<file path="config.mk">
export PLATFORM = sky130hd
export DESIGN_NAME = tilt_to_palette_color_slew
export DESIGN_NICKNAME = d
export VERILOG_FILES = /design/src/tpcs_pkg.sv /design/src/tilt_to_palette_color_slew.sv /design/src/tpcs_div.sv /design/src/tpcs_palette.sv
export SDC_FILE = /design/constraint.sdc
export NUM_CORES = 1
export LEC_CHECK = 0
export ABC_AREA = 1
export BUFFER_PORTS_ARGS = -buffer_cell sky130_fd_sc_hd__buf_2
export CAP_MARGIN = 40
export CORE_MARGIN = 4
export CORE_UTILIZATION = 57
export DETAILED_ROUTE_END_ITERATION = 16
export GPL_ROUTABILITY_DRIVEN = 0
export GPL_TIMING_DRIVEN = 0
export PLACE_DENSITY = 0.78
export SKIP_CTS_REPAIR_TIMING = 1
export SLEW_MARGIN = 20
export SYNTH_ARGS = -nofsm -noshare
export SYNTH_HDL_FRONTEND = slang
export SYNTH_SLANG_ARGS = --single-unit
</file>
<file path="constraint.sdc">
create_clock -name clk -period 4.1 [get_ports clk]
set_input_delay 0.205 -clock clk [delete_from_list [all_inputs] [get_ports clk]]
set_output_delay 0.205 -clock clk [all_outputs]
set_load 0.02 [all_outputs]
</file>
<file path="src/tpcs_pkg.sv">
// Shared constants for the tilt to palette color slew block.
`timescale 1ns / 1ps
`default_nettype none

package tpcs_pkg;

    localparam int AXIS_W        = 16;
    localparam int COLOR_W       = 8;
    localparam int RGB_W         = 3 * COLOR_W;
    localparam int SIZE_W        = 5;
    localparam int ENTRY_W       = 4;
    localparam int REQ_W         = 2;
    localparam int CFG_IDX_W     = 2;
    localparam int DEPTH_DEFAULT = 16;

    localparam logic [REQ_W-1:0] REQ_SAMPLE   = 2'd0;
    localparam logic [REQ_W-1:0] REQ_WRITE    = 2'd1;
    localparam logic [REQ_W-1:0] REQ_RETARGET = 2'd2;

    localparam logic [CFG_IDX_W-1:0] CFG_AXIS_LOW     = 2'd0;
    localparam logic [CFG_IDX_W-1:0] CFG_AXIS_HIGH    = 2'd1;
    localparam logic [CFG_IDX_W-1:0] CFG_PALETTE_SIZE = 2'd2;
    localparam logic [CFG_IDX_W-1:0] CFG_SLEW_STEP    = 2'd3;

    localparam logic signed [AXIS_W-1:0] AXIS_LOW_RESET  = -16'sd4000;
    localparam logic signed [AXIS_W-1:0] AXIS_HIGH_RESET = 16'sd4000;
    localparam logic [SIZE_W-1:0]        SIZE_RESET      = 5'd16;
    localparam logic [COLOR_W-1:0]       STEP_RESET      = 8'd1;

endpackage

`default_nettype wire

</file>
<file path="src/tilt_to_palette_color_slew.sv">
// Top level: tilt sample to palette color with per-sample slew limit.
//
// Input channel: in_valid / in_stall carry one request (sample, palette
// write or retarget). Output channel: out_valid / out_stall carry one color
// result per tilt sample. Configuration: cfg_valid / cfg_ready writes the
// axis window, palette size and slew step; cfg_ready is always high.
// A palette write or retarget request gives no result. A tilt sample
// passes through clamp, multiply, a bit-serial divide of one quotient bit
// per cycle, a palette read and the slew step.
// in_stall stays high while a sample is in work.
// The result sits in an output register; the next request is accepted while
// it waits. When out_stall holds a result, a following sample finishes its
// work and then waits until the register frees.
// Reset clears the shown and target colors, forces a target reload on the
// first sample and loads the default configuration. Palette entries are
// undefined until written.
`timescale 1ns / 1ps
`default_nettype none

module tilt_to_palette_color_slew #(
    parameter int PALETTE_DEPTH = tpcs_pkg::DEPTH_DEFAULT
) (
    input  wire logic                              clk,
    input  wire logic                              rst_n,
    input  wire logic                              in_valid,
    output logic                                   in_stall,
    input  wire logic [tpcs_pkg::REQ_W-1:0]        req_type,
    input  wire logic signed [tpcs_pkg::AXIS_W-1:0] axis_value,
    input  wire logic [tpcs_pkg::ENTRY_W-1:0]      entry_index,
    input  wire logic [tpcs_pkg::COLOR_W-1:0]      entry_red,
    input  wire logic [tpcs_pkg::COLOR_W-1:0]      entry_green,
    input  wire logic [tpcs_pkg::COLOR_W-1:0]      entry_blue,
    output logic                                   out_valid,
    input  wire logic                              out_stall,
    output logic [tpcs_pkg::COLOR_W-1:0]           out_red,
    output logic [tpcs_pkg::COLOR_W-1:0]           out_green,
    output logic [tpcs_pkg::COLOR_W-1:0]           out_blue,
    output logic [tpcs_pkg::ENTRY_W-1:0]           chosen_index,
    input  wire logic                              cfg_valid,
    output logic                                   cfg_ready,
    input  wire logic [tpcs_pkg::CFG_IDX_W-1:0]    cfg_index,
    input  wire logic [tpcs_pkg::AXIS_W-1:0]       cfg_data
);
    import tpcs_pkg::*;

    localparam int QW = $clog2(PALETTE_DEPTH);
    localparam int PW = AXIS_W + 1 + QW;

    localparam logic [2:0] ST_IDLE  = 3'd0;
    localparam logic [2:0] ST_CLAMP = 3'd1;
    localparam logic [2:0] ST_MUL   = 3'd2;
    localparam logic [2:0] ST_DIV   = 3'd3;
    localparam logic [2:0] ST_WAIT  = 3'd4;
    localparam logic [2:0] ST_READ  = 3'd5;
    localparam logic [2:0] ST_SLEW  = 3'd6;

    function automatic logic [COLOR_W-1:0] slew(
        input logic [COLOR_W-1:0] cur,
        input logic [COLOR_W-1:0] goal,
        input logic [COLOR_W-1:0] step
    );
        logic [COLOR_W-1:0] res;
        res = cur;
        if (cur > goal)
        begin
            res = ((cur - goal) > step) ? cur - step : goal;
        end
        else if (cur < goal)
        begin
            res = ((goal - cur) > step) ? cur + step : goal;
        end
        return res;
    endfunction

    logic [2:0] state_reg, state_next;

    logic signed [AXIS_W-1:0] low_reg, high_reg;
    logic [SIZE_W-1:0]        size_reg;
    logic [COLOR_W-1:0]       step_reg;

    logic signed [AXIS_W-1:0] axis_reg;
    logic [AXIS_W:0]          off_reg, span_reg;
    logic [QW-1:0]            nm1_reg;
    logic [PW-1:0]            prod_reg;

    logic [RGB_W-1:0] shown_reg, goal_reg;
    logic [QW-1:0]    goal_idx_reg;
    logic             goal_valid_reg;

    logic                 out_valid_reg;
    logic [RGB_W-1:0]     out_rgb_reg;
    logic [ENTRY_W-1:0]   out_idx_reg;

    logic                 in_xfer;
    logic                 pal_we;
    logic [RGB_W-1:0]     pal_rdata;
    logic                 div_start, div_done;
    logic [QW-1:0]        div_q;
    logic                 reload;
    logic [RGB_W-1:0]     target;
    logic [RGB_W-1:0]     shown_new;
    logic                 out_free;
    logic signed [AXIS_W-1:0] clamped;
    logic signed [AXIS_W:0]   off_s, span_s;
    logic [QW-1:0]        nm1_next;

    assign in_stall  = (state_reg != ST_IDLE);
    assign in_xfer   = in_valid && !in_stall;
    assign cfg_ready = 1'b1;
    assign out_free  = !(out_valid_reg && out_stall);

    assign pal_we = in_xfer && (req_type == REQ_WRITE) &&
                    (32'(entry_index) < PALETTE_DEPTH);

    tpcs_palette #(
        .DEPTH (PALETTE_DEPTH)
    ) u_palette (
        .clk   (clk),
        .we    (pal_we),
        .waddr (QW'(entry_index)),
        .wdata ({entry_red, entry_green, entry_blue}),
        .re    (state_reg == ST_READ),
        .raddr (div_q),
        .rdata (pal_rdata)
    );

    assign div_start = (state_reg == ST_DIV);

    tpcs_div #(
        .QW (QW)
    ) u_div (
        .clk      (clk),
        .rst_n    (rst_n),
        .start    (div_start),
        .dividend (prod_reg),
        .divisor  (span_reg),
        .done     (div_done),
        .quotient (div_q)
    );

    always_comb
    begin
        if (axis_reg < low_reg)
        begin
            clamped = low_reg;
        end
        else if (axis_reg > high_reg)
        begin
            clamped = high_reg;
        end
        else
        begin
            clamped = axis_reg;
        end
        off_s  = $signed({clamped[AXIS_W-1], clamped}) -
                 $signed({low_reg[AXIS_W-1], low_reg});
        span_s = $signed({high_reg[AXIS_W-1], high_reg}) -
                 $signed({low_reg[AXIS_W-1], low_reg});
    end

    always_comb
    begin
        if (size_reg == '0)
        begin
            nm1_next = '0;
        end
        else if (32'(size_reg) > PALETTE_DEPTH)
        begin
            nm1_next = QW'(PALETTE_DEPTH - 1);
        end
        else
        begin
            nm1_next = QW'(size_reg - 1'b1);
        end
    end

    assign reload = !goal_valid_reg || (div_q != goal_idx_reg);
    assign target = reload ? pal_rdata : goal_reg;
    assign shown_new = {
        slew(shown_reg[RGB_W-1 -: COLOR_W], target[RGB_W-1 -: COLOR_W], step_reg),
        slew(shown_reg[2*COLOR_W-1 -: COLOR_W], target[2*COLOR_W-1 -: COLOR_W], step_reg),
        slew(shown_reg[COLOR_W-1:0], target[COLOR_W-1:0], step_reg)
    };

    always_comb
    begin
        state_next = state_reg;
        case (state_reg)
            ST_IDLE:
            begin
                if (in_xfer && (req_type == REQ_SAMPLE))
                begin
                    state_next = ST_CLAMP;
                end
            end
            ST_CLAMP: state_next = ST_MUL;
            ST_MUL:   state_next = ST_DIV;
            ST_DIV:   state_next = ST_WAIT;
            ST_WAIT:
            begin
                if (div_done)
                begin
                    state_next = ST_READ;
                end
            end
            ST_READ:  state_next = ST_SLEW;
            ST_SLEW:
            begin
                if (out_free)
                begin
                    state_next = ST_IDLE;
                end
            end
            default:  state_next = ST_IDLE;
        endcase
    end

    // control and architectural state
    always_ff @(posedge clk or negedge rst_n)
    begin
        if (!rst_n)
        begin
            state_reg      <= ST_IDLE;
            low_reg        <= AXIS_LOW_RESET;
            high_reg       <= AXIS_HIGH_RESET;
            size_reg       <= SIZE_RESET;
            step_reg       <= STEP_RESET;
            shown_reg      <= '0;
            goal_reg       <= '0;
            goal_idx_reg   <= '0;
            goal_valid_reg <= 1'b0;
            out_valid_reg  <= 1'b0;
        end
        else
        begin
            state_reg <= state_next;
            if (cfg_valid)
            begin
                case (cfg_index)
                    CFG_AXIS_LOW:     low_reg  <= $signed(cfg_data);
                    CFG_AXIS_HIGH:    high_reg <= $signed(cfg_data);
                    CFG_PALETTE_SIZE: size_reg <= cfg_data[SIZE_W-1:0];
                    CFG_SLEW_STEP:    step_reg <= cfg_data[COLOR_W-1:0];
                    default:          ;
                endcase
            end
            if (in_xfer && (req_type == REQ_RETARGET))
            begin
                goal_valid_reg <= 1'b0;
            end
            if ((state_reg == ST_SLEW) && out_free)
            begin
                if (reload)
                begin
                    goal_reg       <= pal_rdata;
                    goal_idx_reg   <= div_q;
                    goal_valid_reg <= 1'b1;
                end
                shown_reg     <= shown_new;
                out_valid_reg <= 1'b1;
            end
            else if (!out_stall)
            begin
                out_valid_reg <= 1'b0;
            end
        end
    end

    // datapath
    always_ff @(posedge clk)
    begin
        if (in_xfer)
        begin
            axis_reg <= axis_value;
        end
        if (state_reg == ST_CLAMP)
        begin
            nm1_reg <= nm1_next;
            if (high_reg <= low_reg)
            begin
                off_reg  <= '0;
                span_reg <= (AXIS_W+1)'(1);
            end
            else
            begin
                off_reg  <= off_s;
                span_reg <= span_s;
            end
        end
        if (state_reg == ST_MUL)
        begin
            prod_reg <= PW'(off_reg) * PW'(nm1_reg);
        end
        if ((state_reg == ST_SLEW) && out_free)
        begin
            out_rgb_reg <= shown_new;
            out_idx_reg <= ENTRY_W'(div_q);
        end
    end

    assign out_valid    = out_valid_reg;
    assign out_red      = out_rgb_reg[RGB_W-1 -: COLOR_W];
    assign out_green    = out_rgb_reg[2*COLOR_W-1 -: COLOR_W];
    assign out_blue     = out_rgb_reg[COLOR_W-1:0];
    assign chosen_index = out_idx_reg;

endmodule

`default_nettype wire

</file>
<file path="src/tpcs_div.sv">
// Restoring divider, one quotient bit per cycle.
`timescale 1ns / 1ps
`default_nettype none

module tpcs_div #(
    parameter int QW = 4
) (
    input  wire logic                   clk,
    input  wire logic                   rst_n,
    input  wire logic                   start,
    input  wire logic [tpcs_pkg::AXIS_W+QW:0] dividend,
    input  wire logic [tpcs_pkg::AXIS_W:0]    divisor,
    output logic                        done,
    output logic [QW-1:0]               quotient
);
    import tpcs_pkg::*;

    localparam int PW = AXIS_W + 1 + QW;
    localparam int CW = (QW > 1) ? $clog2(QW) : 1;

    logic [PW-1:0] rem_reg, rem_next;
    logic [PW-1:0] dsr_reg, dsr_next;
    logic [QW-1:0] q_reg, q_next;
    logic [CW-1:0] cnt_reg, cnt_next;
    logic          busy_reg, busy_next;
    logic          done_reg, done_next;
    logic          fits;

    assign fits = (rem_reg >= dsr_reg);

    always_comb
    begin
        rem_next  = rem_reg;
        dsr_next  = dsr_reg;
        q_next    = q_reg;
        cnt_next  = cnt_reg;
        busy_next = busy_reg;
        done_next = 1'b0;
        if (start)
        begin
            rem_next  = dividend;
            dsr_next  = PW'(divisor) << (QW - 1);
            q_next    = '0;
            cnt_next  = CW'(QW - 1);
            busy_next = 1'b1;
        end
        else if (busy_reg)
        begin
            if (fits)
            begin
                rem_next = rem_reg - dsr_reg;
            end
            q_next   = (q_reg << 1) | QW'(fits);
            dsr_next = dsr_reg >> 1;
            cnt_next = cnt_reg - 1'b1;
            if (cnt_reg == '0)
            begin
                busy_next = 1'b0;
                done_next = 1'b1;
            end
        end
    end

    always_ff @(posedge clk or negedge rst_n)
    begin
        if (!rst_n)
        begin
            busy_reg <= 1'b0;
            done_reg <= 1'b0;
            cnt_reg  <= '0;
        end
        else
        begin
            busy_reg <= busy_next;
            done_reg <= done_next;
            cnt_reg  <= cnt_next;
        end
    end

    always_ff @(posedge clk)
    begin
        rem_reg <= rem_next;
        dsr_reg <= dsr_next;
        q_reg   <= q_next;
    end

    assign done     = done_reg;
    assign quotient = q_reg;

endmodule

`default_nettype wire

</file>
<file path="src/tpcs_palette.sv">
// Palette color store with one write port and one registered read port.
`timescale 1ns / 1ps
`default_nettype none

module tpcs_palette #(
    parameter int DEPTH = 16
) (
    input  wire logic                         clk,
    input  wire logic                         we,
    input  wire logic [$clog2(DEPTH)-1:0]     waddr,
    input  wire logic [tpcs_pkg::RGB_W-1:0]   wdata,
    input  wire logic                         re,
    input  wire logic [$clog2(DEPTH)-1:0]     raddr,
    output logic [tpcs_pkg::RGB_W-1:0]        rdata
);
    import tpcs_pkg::*;

    logic [RGB_W-1:0] mem [DEPTH];
    logic [RGB_W-1:0] rdata_reg;

    always_ff @(posedge clk)
    begin
        if (we)
        begin
            mem[waddr] <= wdata;
        end
        if (re)
        begin
            rdata_reg <= mem[raddr];
        end
    end

    assign rdata = rdata_reg;

endmodule

`default_nettype wire
</file>
-- Word-level counts from Yosys, hierarchy flattened
Memories as Yosys holds them, arrays and structs flattened. A register that Yosys moved wholly into a read port is not among the register bits.
Cells that the tools add are included.
Widths: inputs -> output; s select.
- multipliers: 1
- bitwise logic cells: 1
- reductions and logical operators: 25
- mux-type cells: 40
- equality and inequality tests: 16
- add/subtract/negate cells: 17
- $lt $le $gt $ge: 17
- operator list (kind ; count):
    $mux 8 ; 12
    $gt 8x8->1 ; 9
    $sub 8x8->8 ; 9
    $mux 21 ; 3
    $mux 20 ; 2
    $sub 16x16->17 ; 2
    $mux 16 ; 2
    $add 8x8->8 ; 3
    $lt 8x8->1 ; 3
    $mux 24 ; 1
    $ge 21x20->1 ; 1
    $mul 17x4->21 ; 1
    $pmux 3 s7 ; 1
    $sub 21x20->21 ; 1
    $gt 16x16->1 ; 1
    $le 16x16->1 ; 1
    $lt 16x16->1 ; 1
    $mux 1 ; 13
    $reduce_and 2->1 ; 6
    $eq 3x3->1 const B ; 3
    $mux 3 ; 3
    $eq 2x2->1 const B ; 3
    $eq 3x2->1 const B ; 2
    $logic_and 1x1->1 ; 6
    19 further kinds ; 28
- bits in writable memories: 384
- flip-flop bits (word level): 254
- output and inout bits: 31
- word-level logic and storage cells: 142
- bits of input ports: 69
- memories: 1
- memories (memory ; words ; bits a word ; read ports ; clocked after Yosys merged registers in ; wr ports ; RTL line ; text):
    u_palette.mem ; 16 ; 24 ; 1 ; 1 ; 1 ; tpcs_palette.sv:18 ; logic [RGB_W-1:0] mem [DEPTH];

-- Logic depth before layout (Yosys ltp)
- depth in word-level cells: 8
- depth in mapped cells: 32
- depth with buffers taken out: 29

-- By module
Synthesis repeated with hierarchy kept, for this count alone.
- cells, all modules: 4573
- area, all modules: 39370.3 µm²
- modules (own cells, without submodules) (module ; area each (µm²) ; cells an instance ; times used ; seq. area each (µm²)):
    tilt_to_palette_color_slew ; 18788.0 ; 2504 ; 1 ; 5662.9
    tpcs_palette ; 17184.0 ; 1599 ; 1 ; 12251.8
    tpcs_div ; 3398.3 ; 470 ; 1 ; 1381.3

-- Least setup slack after synthesis
Ideal clock, no wire load.
- path kind: reg2reg
- start: register u_div.q_reg[1], in the netlist u_div.quotient[1]
- end: register out_rgb_reg[10] (data pin)
- buffers on the path: 2
- data arrival time: 3.598 ns
- path slack: 0.247 ns
- stages on the path, launching flop included: 27
- clock period less this slack: 3.853 ns
- data required time: 3.845 ns
- setup time: 0.255 ns
- cells stage by stage: dfxtp_1 > buf_4 > inv_2 > nand2_1 > nand2_1 > nor2_4 > nand3_4 > buf_6 > nand2_1 > nand2_1 > ha_1 > fa_1 > o21ai_0 > a21oi_1 > nor2_1 > nor2_1 > xor2_1 > inv_1 > ha_1 > nand2_1 > nor2_1 > nand4_1 > nand2_1 > nand2_1 > nand3_1 > nand3_1 > and2_1
- longest elaborated chain between the ends: 8
- elaborated cells between the ends (all ways): 13
- those cells by class: 2 x add/sub; 4 x order compare; 1 x eq/ne; 5 x mux; 1 x reduce/logical
- RTL lines (item ; RTL line ; text):
    start: declaration ; tpcs_div.sv:23 ; logic [QW-1:0] q_reg, q_next;
    start signal: assignment ; tpcs_div.sv:84 ; q_reg <= q_next;
    $ne 4x4->1 (*) ; tilt_to_palette_color_slew.sv:177 ; assign reload = !goal_valid_reg || (div_q != goal_idx_reg);
    $logic_or 1x1->1 (*) ; tilt_to_palette_color_slew.sv:177 ;
    $mux 24 (*) ; n/a ;
    $sub 8x8->8 ; tilt_to_palette_color_slew.sv:70 ; res = ((goal - cur) > step) ? cur + step : goal;
    $gt 8x8->1 ; tilt_to_palette_color_slew.sv:70 ;
    $mux 8 ; tilt_to_palette_color_slew.sv:70 ;
    $mux 8 ; tilt_to_palette_color_slew.sv:68 ; else if (cur < goal)
    $mux 8 (*) ; tilt_to_palette_color_slew.sv:64 ; if (cur > goal)
    via shown_new[10] ; tilt_to_palette_color_slew.sv:101 ; logic [RGB_W-1:0] shown_new;
    end signal: assignment ; tilt_to_palette_color_slew.sv:296 ; out_rgb_reg <= shown_new;
    end: declaration ; tilt_to_palette_color_slew.sv:91 ; logic [RGB_W-1:0] out_rgb_reg;
Mark *: on every way through the listed nets, which the timed path passes. The rest lies on a longest branch.
A chain may end at the register's enable or synchronous reset.

-- Worst setup path after layout
- start: register u_div.q_reg[1], in the netlist u_div.quotient[1]
- end: register out_rgb_reg[2] (data pin)
- longest elaborated chain between the ends: 8
- elaborated cells between the ends (all ways): 13
- those cells by class: 2 x add/sub; 4 x order compare; 1 x eq/ne; 5 x mux; 1 x reduce/logical
- RTL lines (item ; RTL line ; text):
    $ne 4x4->1 (*) ; tilt_to_palette_color_slew.sv:177 ;
    $logic_or 1x1->1 (*) ; tilt_to_palette_color_slew.sv:177 ;
    $mux 24 (*) ; n/a ;
    via target[1] ; tilt_to_palette_color_slew.sv:100 ; logic [RGB_W-1:0] target;
    $sub 8x8->8 ; tilt_to_palette_color_slew.sv:70 ;
    $gt 8x8->1 ; tilt_to_palette_color_slew.sv:70 ;
    $mux 8 ; tilt_to_palette_color_slew.sv:70 ;
    $mux 8 ; tilt_to_palette_color_slew.sv:68 ;
    $mux 8 (*) ; tilt_to_palette_color_slew.sv:64 ;
    via shown_new[2] ; tilt_to_palette_color_slew.sv:101 ;
Marks and branches as above.

==> metrics.md <==
| Metric | Value |
|---|---|
| Worst-margin pin slew | 0.945 ns |
| Top-level I/O count | 100 |
| Nets | 4671 |
| R2r setup slk | -0.13 ns |
| Routed Antenna Nets | 0 |
| Initial antenna violation count | 5 |
| Vias in the first global route | 29000 |
| Final hold violations | 10 |
| Synth async-reset ratio | 16.0% |
| Number of flip-flops in the largest register | 384 |
| Synth Area per Inst | 9.38 sq um |
| First-iteration detailed-routing DRC count | 4294 |
| Critical R2R Launch | u_div.quotient[1] |
| CTS Buf Count | 72 |
| Status | complete, but fails checks |
| Largest net degree at the start of global routing | 73 |
| Post-Synthesis Net Count | 4346 |
| RR Endpoint | out_rgb_reg[2] |
| Synth top area cells | edfxtp_1 44%, nand2_1 9.1%, ha_1 8.1% |
| Die width | 264 microns |
| Layer with the highest usage | met2 |
| Worst Hold Class | input pin to flip-flop |
| Core Area | 0.0647 sq mm |
| Met1 GRT Util | 39.7% |
| Layout fillers | 4681 |
| GR Util met2 | 47.7% |
| Worst Path Required | 4.46 ns |
| Max_cap viols | 0 |
| CP Class | flip-flop to flip-flop |
| Grt ovf | 0 |
| Commonest cells after routing, fill and taps aside | 824 x nand2_1, 549 x edfxtp_1, 415 x inv_1 |
| Max Fclk | 236 MHz |
| Yosys top cell area share | 44.1% |
| Finished Layout Cells | 5233 |
| Period utilisation layout | 103% |
| Most flops, register | u_palette.mem |
| Vias | 31800 |
| Root Driver | clkbuf_16 |
| H-tree levels | 3 |
| Setup TNS | -1.47 ns |
| Seq/Total Area, Yosys | 51.6% |
| Layout cell share with drive strength beyond 1 | 14.4% |
| Register bit total from synthesis | 662 |
| Synthesized area | 0.0374 sq mm |
| I/O Buffers | 98 |
| Final clock skew | 0.0297 ns |
| CTS tree | yes |
| Finish-stage setup viols | 31 |
| Hpwl dp | 76000 microns |
| Die ar. | 0.0698 sq mm |
| Per-cell routed wire length | 21.7 microns |
| GR Util All Layers | 29.8% |
| Total Wirelength | 114000 microns |
| Gate count after technology mapping | 3989 |
| Final setup margin | -0.134 ns |
| CTS Sinks | 662 |
| Initial Util | 57.8% |
| Crit path to | out_rgb_reg[2] |
| Most common cell after layout, fill and taps aside | nand2_1 |
| CP Max Fanout | 6 |
| Failing checks | negative hold slack, negative setup slack |
| 1st-pass router iterations | 8 |
| Main synth FF type | edfxtp_1 |
| Fin Hold WS | -0.0148 ns |
| First-pass GRT wire length | 163000 microns |
| Yosys cell types | 49 |
| Setup crit end kind | flip-flop |
| Slew Limit Fails | 0 |
| Clock Path Buffers | 3 |
| EDFF count, synth | 549 |
| Via density | 6.09 |
| FP Rows | 93 |
| Clock-pin slew on the worst setup and hold paths | 0.06 ns |
| CP Launch Type | flip-flop |
| Clock latency on the worst-skew pair | 0.63 ns |
| DR DRC count | 0 |
| Met3 Track Usage GR | 5.79% |
| Post-layout min period | 4.23 ns |
| Synth area leader | edfxtp_1 |
| CP startpoint | u_div.quotient[1] |
| RSZ-0062 raised after global routing | true |
| P&R area growth vs syn | 18.8% |
| DP Cell Count | 4964 |
| Die Ht | 264 microns |
| Critical path arrival | 4.60 ns |
| Slew HR | 37.0% |
| Synth warnings | 0 |
| R2R depth | 25 |
[layout make-up]
| cell class | count | area, sq um | share of cell area (%) |
|---|---|---|---|
| buffer | 155 | 793 | 1.78 |
| sequential | 662 | 19300 | 43.4 |
| antenna | 5 | 12.5 | 0.0282 |
| tap | 855 | 1070 | 2.41 |
| timing repair buffer | 252 | 2200 | 4.96 |
| clock inverter | 45 | 452 | 1.02 |
| clock buffer | 88 | 1900 | 4.28 |
| multi-input combinational | 2727 | 17000 | 38.2 |
| inverter | 444 | 1720 | 3.87 |
[cells in the mapped netlist, drive strengths merged, types with 2 or more instances]
library cell	instances
nand2	904
edfxtp	549
inv	442
o21ai	359
nor2	342
ha	243
nand3	227
a21oi	156
clkbuf	119
dfrtp	92
nand4	78
o221ai	77
xor2	74
fa	45
buf	40
xnor2	31
o211ai	27
and2	22
nor3	21
o22ai	21
o31ai	18
dfstp	14
o21bai	14
a21boi	13
a31oi	11
o21a	11
a21o	9
nand3b	9
dfxtp	7
a211oi	4
a22oi	2
clkinv	2
or2	2
[critical path: stages, from the launching register on]
cell and delay, ns:
dfxtp_4 0.36, buf_8 0.11, clkinv_8 0.05, nand2_2 0.05, nand2_2 0.07, nor2_4 0.27, buf_6 0.14, buf_6 0.10
buf_6 0.09, nand4_1 0.12, nand2_4 0.17, inv_4 0.06, ha_1 0.34, nand2_2 0.11, o21ai_4 0.20, a31oi_1 0.14
xor2_1 0.16, ha_1 0.30, nand2_1 0.11, nor2_4 0.05, nand4_1 0.25, a21boi_4 0.35, nor2_2 0.06, nor2_1 0.10
nand2_1 0.06, and2_1 0.14
[routing by layer]
metal  share of wire [%]  vias up
li1                    -    14300
met1                  37    14900
met2                  46     2157
met3                  11      472
met4                 5.6        2
met5               0.011        -
[cell families after synthesis]
kind of cell	synth area share, %
AO/OA/AOI/OAI	11.3
XOR/XNOR	2.46
adder cells (fa/ha/maj)	10.5
buffers and inverters	6.27
flip-flops	51.6
other	0.0100
AND/OR/NAND/NOR	17.9
[how the worst min path moves through the flow]
stage / start / to / slack (ns) / cells past startpoint
2_1_floorplan: rst_n / goal_idx_reg[0] / -0.09 / 0
3_3_place_gp: axis_value[0] / axis_reg[0] / 0.38 / 1
3_5_place_dp: rst_n / u_div.cnt_reg[0] / 0.13 / 1
4_1_cts: rst_n / low_reg[11] / -0.54 / 1
5_1_grt: entry_blue[4] / u_palette.mem[12][4] / -0.001 / 1
6_report: req_type[1] / goal_valid_reg / -0.01 / 4
[per-stage QoR]
step / cell area, sq um / util [%] / worst slack (ns)
3_3_place_gp: 39000 / 60.2 / -1.09
3_5_place_dp: 39600 / 61.2 / -1.10
5_1_grt: 44400 / 68.7 / -0.262
4_1_cts: 42000 / 64.9 / -1.15
2_1_floorplan: 37400 / - / 0.247
6_report: 44400 / 68.7 / -0.134
Power is not shown: default switching activity piles up to over one toggle a cycle in this logic, so the estimate is an artifact.
